[src/rtl/svv_pkg.sv]
`timescale 1ns / 1ps

package svv_pkg;

  localparam int VolW     = 7;
  localparam int LevelW   = 14;
  localparam int ProdW    = 2 * LevelW;
  localparam int PanShift = 12;
  localparam int GainShift = 14;
  localparam int NumOps   = 7;
  localparam int Depth    = NumOps + 1;

  localparam logic [VolW-1:0] PanRightFrom = 7'h41;
  localparam logic [VolW-1:0] PanLeftBelow = 7'h3f;
  localparam logic [VolW-1:0] PanFull      = 7'h7f;

  localparam int CfgIdxW  = 2;
  localparam int CfgDataW = VolW;

  localparam logic [CfgIdxW-1:0] CfgMono   = 2'd0;
  localparam logic [CfgIdxW-1:0] CfgSfx    = 2'd1;
  localparam logic [CfgIdxW-1:0] CfgMaster = 2'd2;

  localparam logic [LevelW-1:0] FullGain = 14'd16129;

  typedef enum logic [1:0] {
    OP_PASS,
    OP_PAN_LEFT,
    OP_PAN_RIGHT,
    OP_GAIN
  } op_kind_e;

  typedef struct packed {
    op_kind_e          kind;
    logic [LevelW-1:0] coef;
  } op_t;

  typedef struct packed {
    logic [LevelW-1:0]   left;
    logic [LevelW-1:0]   right;
    op_t  [NumOps-1:0]   ops;
  } word_t;

  typedef struct packed {
    logic [VolW-1:0] voice_level;
    logic [VolW-1:0] cmd_volume;
    logic [VolW-1:0] cmd_pan;
    logic [VolW-1:0] tone_volume;
    logic [VolW-1:0] tone_pan;
    logic [VolW-1:0] program_volume;
  } in_word_t;

  typedef struct packed {
    logic [LevelW-1:0] left_level;
    logic [LevelW-1:0] right_level;
  } out_word_t;

  function automatic logic [LevelW-1:0] sq7(logic [VolW-1:0] v);
    logic [LevelW-1:0] p;
    p = LevelW'(v) * LevelW'(v);
    return p;
  endfunction

endpackage

[src/rtl/svv_prep.sv]
`timescale 1ns / 1ps

module svv_prep import svv_pkg::*; (
  input  logic              clk_i,
  input  logic              rst_ni,
  input  logic              mono_i,
  input  logic [LevelW-1:0] sfx_sq_i,
  input  logic [LevelW-1:0] master_sq_i,
  input  logic              up_valid_i,
  output logic              up_ready_o,
  input  in_word_t          up_word_i,
  output logic              dn_valid_o,
  input  logic              dn_ready_i,
  output word_t             dn_word_o
);

  logic  valid_q;
  word_t word_q;
  word_t word_d;

  function automatic op_t pan_op(logic [VolW-1:0] pan, logic mono);
    op_t       op;
    logic [VolW-1:0] d;
    d = PanFull - pan;
    op.kind = OP_PASS;
    op.coef = sq7(pan);
    if (!mono) begin
      if (pan >= PanRightFrom) begin
        op.kind = OP_PAN_LEFT;
        op.coef = sq7(d);
      end else if (pan < PanLeftBelow) begin
        op.kind = OP_PAN_RIGHT;
      end
    end
    return op;
  endfunction

  assign up_ready_o = !valid_q || dn_ready_i;

  always_comb begin
    word_d.left  = sq7(up_word_i.voice_level);
    word_d.right = sq7(up_word_i.voice_level);
    word_d.ops[0] = pan_op(up_word_i.cmd_pan, mono_i);
    word_d.ops[1] = '{kind: OP_GAIN, coef: sq7(up_word_i.tone_volume)};
    word_d.ops[2] = pan_op(up_word_i.tone_pan, mono_i);
    word_d.ops[3] = '{kind: OP_GAIN, coef: sq7(up_word_i.cmd_volume)};
    word_d.ops[4] = '{kind: OP_GAIN, coef: sq7(up_word_i.program_volume)};
    word_d.ops[5] = '{kind: OP_GAIN, coef: sfx_sq_i};
    word_d.ops[6] = '{kind: OP_GAIN, coef: master_sq_i};
  end

  always_ff @(posedge clk_i or negedge rst_ni) begin
    if (!rst_ni) begin
      valid_q <= 1'b0;
    end else if (up_ready_o) begin
      valid_q <= up_valid_i;
    end
  end

  always_ff @(posedge clk_i) begin
    if (up_ready_o && up_valid_i) begin
      word_q <= word_d;
    end
  end

  assign dn_valid_o = valid_q;
  assign dn_word_o  = word_q;

endmodule

[config.mk]
export PLATFORM = sky130hd
export DESIGN_NAME = svv_prep
export DESIGN_NICKNAME = d
export VERILOG_FILES = /design/src/rtl/svv_pkg.sv /design/src/rtl/svv_prep.sv
export SDC_FILE = /design/constraint.sdc
export NUM_CORES = 1
export LEC_CHECK = 0
export CAP_MARGIN = 0
export CELL_PAD_IN_SITES_DETAIL_PLACEMENT = 0
export CELL_PAD_IN_SITES_GLOBAL_PLACEMENT = 1
export CORE_ASPECT_RATIO = 1.4
export CORE_MARGIN = 2
export CORE_UTILIZATION = 55
export DETAILED_ROUTE_END_ITERATION = 16
export DONT_BUFFER_PORTS = 1
export PLACE_DENSITY = 0.86
export SYNTH_ARGS = -nofsm -noshare
export SYNTH_HDL_FRONTEND = slang
export SYNTH_SLANG_ARGS = --single-unit
[constraint.sdc]
create_clock -name clk_i -period 5.2 [get_ports clk_i]
set_input_delay 1.04 -clock clk_i [delete_from_list [all_inputs] [get_ports clk_i]]
set_output_delay 1.04 -clock clk_i [all_outputs]
set_load 0.005 [all_outputs]
== Yosys cells after proc, flatten, opt, wreduce, memory -nomap -nowiden ==
Index checks and enable logic that the tools add are counted.
Cells by class
  $add $sub $neg: 2
  multipliers: 8
  $lt $le $gt $ge: 4
  muxes and demuxes: 8
  reduce and logical (&&, ||, !) cells: 5
Operators with widths (count)
  $mul A7 B7 Y14: 8
  $mux W14: 4
  $ge A7 B7 Y1 const B: 2
  $lt A7 B6 Y1 const B: 2
  $sub A7 B7 Y7 const A: 2
  $mux W2: 2
  $reduce_or A2 Y1: 2
  $mux W1: 2
  $logic_and A1 B1 Y1: 1
  $logic_not A1 Y1: 1
  $logic_or A1 B1 Y1: 1
Storage, ports and cells
  register bits: 117
  input port bits: 75

== Depth between registers and ports, before layout ==
  depth after elaboration: 4
  depth in mapped cells: 18
  gate-level depth less buffers: 17

== Least setup slack after synthesis ==
Ideal clock, no wire load.
  kind: input -> register
  start: input up_word_i[26] (netlist name)
  end: register word_q, in the netlist dn_word_o[12], data pin
  library setup time: 0.260 ns
  arrival time: 5.036 ns
  setup slack: -0.095 ns
  stages: 18
  cells stage by stage: clkbuf_1 nor2_1 xor2_1 ha_1 inv_1 fa_1 inv_1 fa_1 inv_1 fa_1 inv_1 ha_1 o21ai_0 o21ai_2 a2111oi_2 o41ai_1 xor2_1 mux2_2
RTL lines
  start: declaration: line svv_prep.sv:11  | input in_word_t up_word_i,
  end signal: assignment: line svv_prep.sv:62  | word_q <= word_d;
  end: declaration: line svv_prep.sv:18  | word_t word_q;

==> run_results.csv <==
group,metric,value,unit
outcome,status,"finished clean",
synth,synthTopCellsByCount,"ha_1, inv_1, fa_1",
final_layout,syn2layout_area_growth,3.459,%
power,peakVddDrop,0.1812,mV
drt,dr_total_vias,9014,
synth,synth-warning-count,0,
clock_tree,insertion_delay,370,ps
sta,fin_skew,16.06,ps
floorplanning,pin_count,217,
worst_setup_path,crit_start,"up_word_i[21]",
final_layout,fillers,2095,
final_layout,drive_above_1_share,0.04192,
floorplanning,die-area,25270,um^2
sta,layout_setup_ws,362.4,ps
clock_tree,cts.sinks,111,
drt,drt_iter0_drc,384,
worst_setup_path,critical_path_class,"input pin to flip-flop",
clock_tree,post_cts_resized,0,
global_routing,grt.overflow.total,0,
sta,tightest_slew,577.1,ps
clock_tree,clock-root-buffer,"clkbuf_16",
place,dp_cells,1606,
power,leakagePower,6.596,nW
sta,slew_viol_final,0,
place,dp_hpwl,22.18,mm
synth,ys_types,59,
worst_setup_path,start_kind,"input pin",
sta,fmax,206.7,MHz
drt,firstDrtPassIters,5,
synth,synth-main-ff-cell,"edfxtp_1",
synth,synth.top_cell.area_share,0.2502,
drt,antenna_left,0,
floorplanning,die_w,134.9,um
min_path,hold_path_class,"input pin to asynchronous set/reset pin",
clock_tree,path_clk_slew,90,ps
clock_tree,ctsHoldBuffers,0,
global_routing,grt_pass1_vias,9264,
sta,hold_violations,0,
clock_tree,clk_path_buf_depth,2,
sta,fin_crit_sh,0.9303,
global_routing,grt_max_degree,46,
final_layout,final_util,0.5757,
drt,viasPerCell,5.557,
clock_tree,cts.htree.levels,3,
drt,wl_per_cell,16.76,um
synth,synth.most_common_cell,"ha_1",
floorplanning,die-height,187.3,um
synth,synth_top_area_cell,"edfxtp_1",
worst_setup_path,critPathMaxFanout,23,
final_layout,stdcell_area,13660,um^2
synth,synth_edf_count,110,
synth,syn_inst,1338,
sta,slew_headroom,0.6153,
floorplanning,rows,67,
worst_setup_path,end_kind,"flip-flop",
final_layout,fin_cells,1622,
place,place_area,13370,um^2
synth,netlist_area,13200,um^2
sta,setup_viol,0,
global_routing,gr-usage-all-layers,0.2233,
place,place_ws,-49.31,ps
final_layout,finalNetCount,1688,
drt,drc,0,
place,gp_congestion,0.8804,
synth,synthTopCellsByArea,"edfxtp_1, ha_1, fa_1",
worst_setup_path,cp.arrival,4980,ps
clock_tree,tritoncts,"yes",
sta,rsz0062_at_grt,"no",
final_layout,n_antenna_cell,0,
worst_setup_path,cp_data_required_time,5340,ps
power,p_per_area,328.8,nW/um^2
sta,min_period,4838,ps
run,drv_cap,0,
clock_tree,cts_setup_buffers,0,
synth,synthArstFlopShare,0.009009,
synth,syn_area_per_cell,9.867,um^2
floorplanning,initial_utilization,0.5565,
place,port_buffers,0,
clock_tree,cts_made_buffers,9,
floorplanning,core,23720,um^2
global_routing,grt_antenna_before_repair,0,
global_routing,grt_pass1_wl,45.02,mm
synth,synth_seq_area_share,0.2521,
worst_setup_path,r2r_start,"dn_valid_o$_DFFE_PN0N_",
sta,setup_tns,0,ps
synth,synth_seq_cells,111,
drt,routed_wl,27.18,mm
critical path, cell delays in order:
cell and delay, ps:
nor2_1 150, xor2_1 90, ha_1 280, inv_1 50, fa_1 520, inv_1 50
fa_1 530, inv_1 50, fa_1 540, inv_1 50, ha_1 330, o21ai_0 190
o21ai_2 230, a2111oi_2 90, o41ai_1 400, xor2_1 110, mux2_2 270
where the power goes:
part	internal [mW]	total (mW)	switching, mW
combinational	1.09	2.44	1.35
sequential	1.25	1.35	0.104
clock	0.339	0.696	0.357
total	2.68	4.49	1.81
final cells by class:
class,instances,area [um^2],area share
clock inverter,6,62.56,0.004580
tap,310,387.9,0.02840
timing repair buffer,12,90.09,0.006596
sequential,111,3328,0.2437
multi-input combinational,999,8907,0.6522
clock buffer,10,229.0,0.01676
inverter,174,653.1,0.04782
layer usage:
metal / part of all wire / track usage / wire length [um] / vias up
li1: - / - / - / 4389
met1: 0.37 / 0.2406 / 10120 / 4379
met2: 0.55 / 0.4242 / 15050 / 203
met3: 0.046 / 0.04553 / 1247 / 43
met4: 0.028 / 0.07973 / 758 / 0
met5: 0 / 0 / 0 / -
registers in the layout, indices dropped and copies added (netlist names):
register and count:
dn_word_o 110, dn_valid_o 1
path summary, 6_finish.rpt:
kind                                                end  slack, ps  depth (start not counted)
worst min-delay path             dn_valid_o$_DFFE_PN0N_        370                          0
max in group asynchronous        dn_valid_o$_DFFE_PN0N_       4770                          0
min in group clk_i               dn_valid_o$_DFFE_PN0N_        620                          2
worst max register to register  dn_word_o[75]$_DFFE_PP_       3270                          3
worst min register to register   dn_valid_o$_DFFE_PN0N_        620                          2
worst max-delay path            dn_word_o[12]$_DFFE_PP_        360                         17
cells in the final DEF, fill, tap and decap left out, types with 7 or more instances in the layout:
cell / count
ha_1: 195
inv_1: 174
fa_1: 111
edfxtp_1: 110
nor2_1: 86
and2_1: 83
nand2_1: 79
xnor2_1: 67
a21oi_1: 59
xor2_1: 38
o21ai_0: 33
a21o_1: 28
nor3_1: 21
and3_1: 17
conb_1: 17
nand3_1: 14
nor2b_1: 13
o21a_1: 13
buf_4: 12
nand2b_1: 11
mux2i_1: 10
or2_2: 9
clkbuf_16: 9
nand4_1: 8
or3_1: 8
nor3b_1: 7
a31o_2: 7
a211oi_1: 7
per-stage QoR:
| step | hold WS (ps) | power [mW] |
|---|---|---|
| 4_1_cts | 349.2 | 4.544 |
| 3_3_place_gp | 597.1 | 3.782 |
| 5_1_grt | 338.2 | 4.916 |
| 3_5_place_dp | 601.8 | 3.823 |
| 6_report | 365.9 | 4.491 |
| 2_1_floorplan | 537.1 | 3.325 |
cells by family after synthesis:
kind of cell    count (synthesis)  synth area share
mux                            15           0.01185
simple gates                  366            0.1407
fa+ha+maj                     306            0.3531
xor+xnor                      105           0.06966
compound gates                190           0.09364
buf+inv                       243           0.07829
other cells                     2         0.0005689
flops                         111            0.2521
Note: power is estimated with default switching activity, not from simulation.
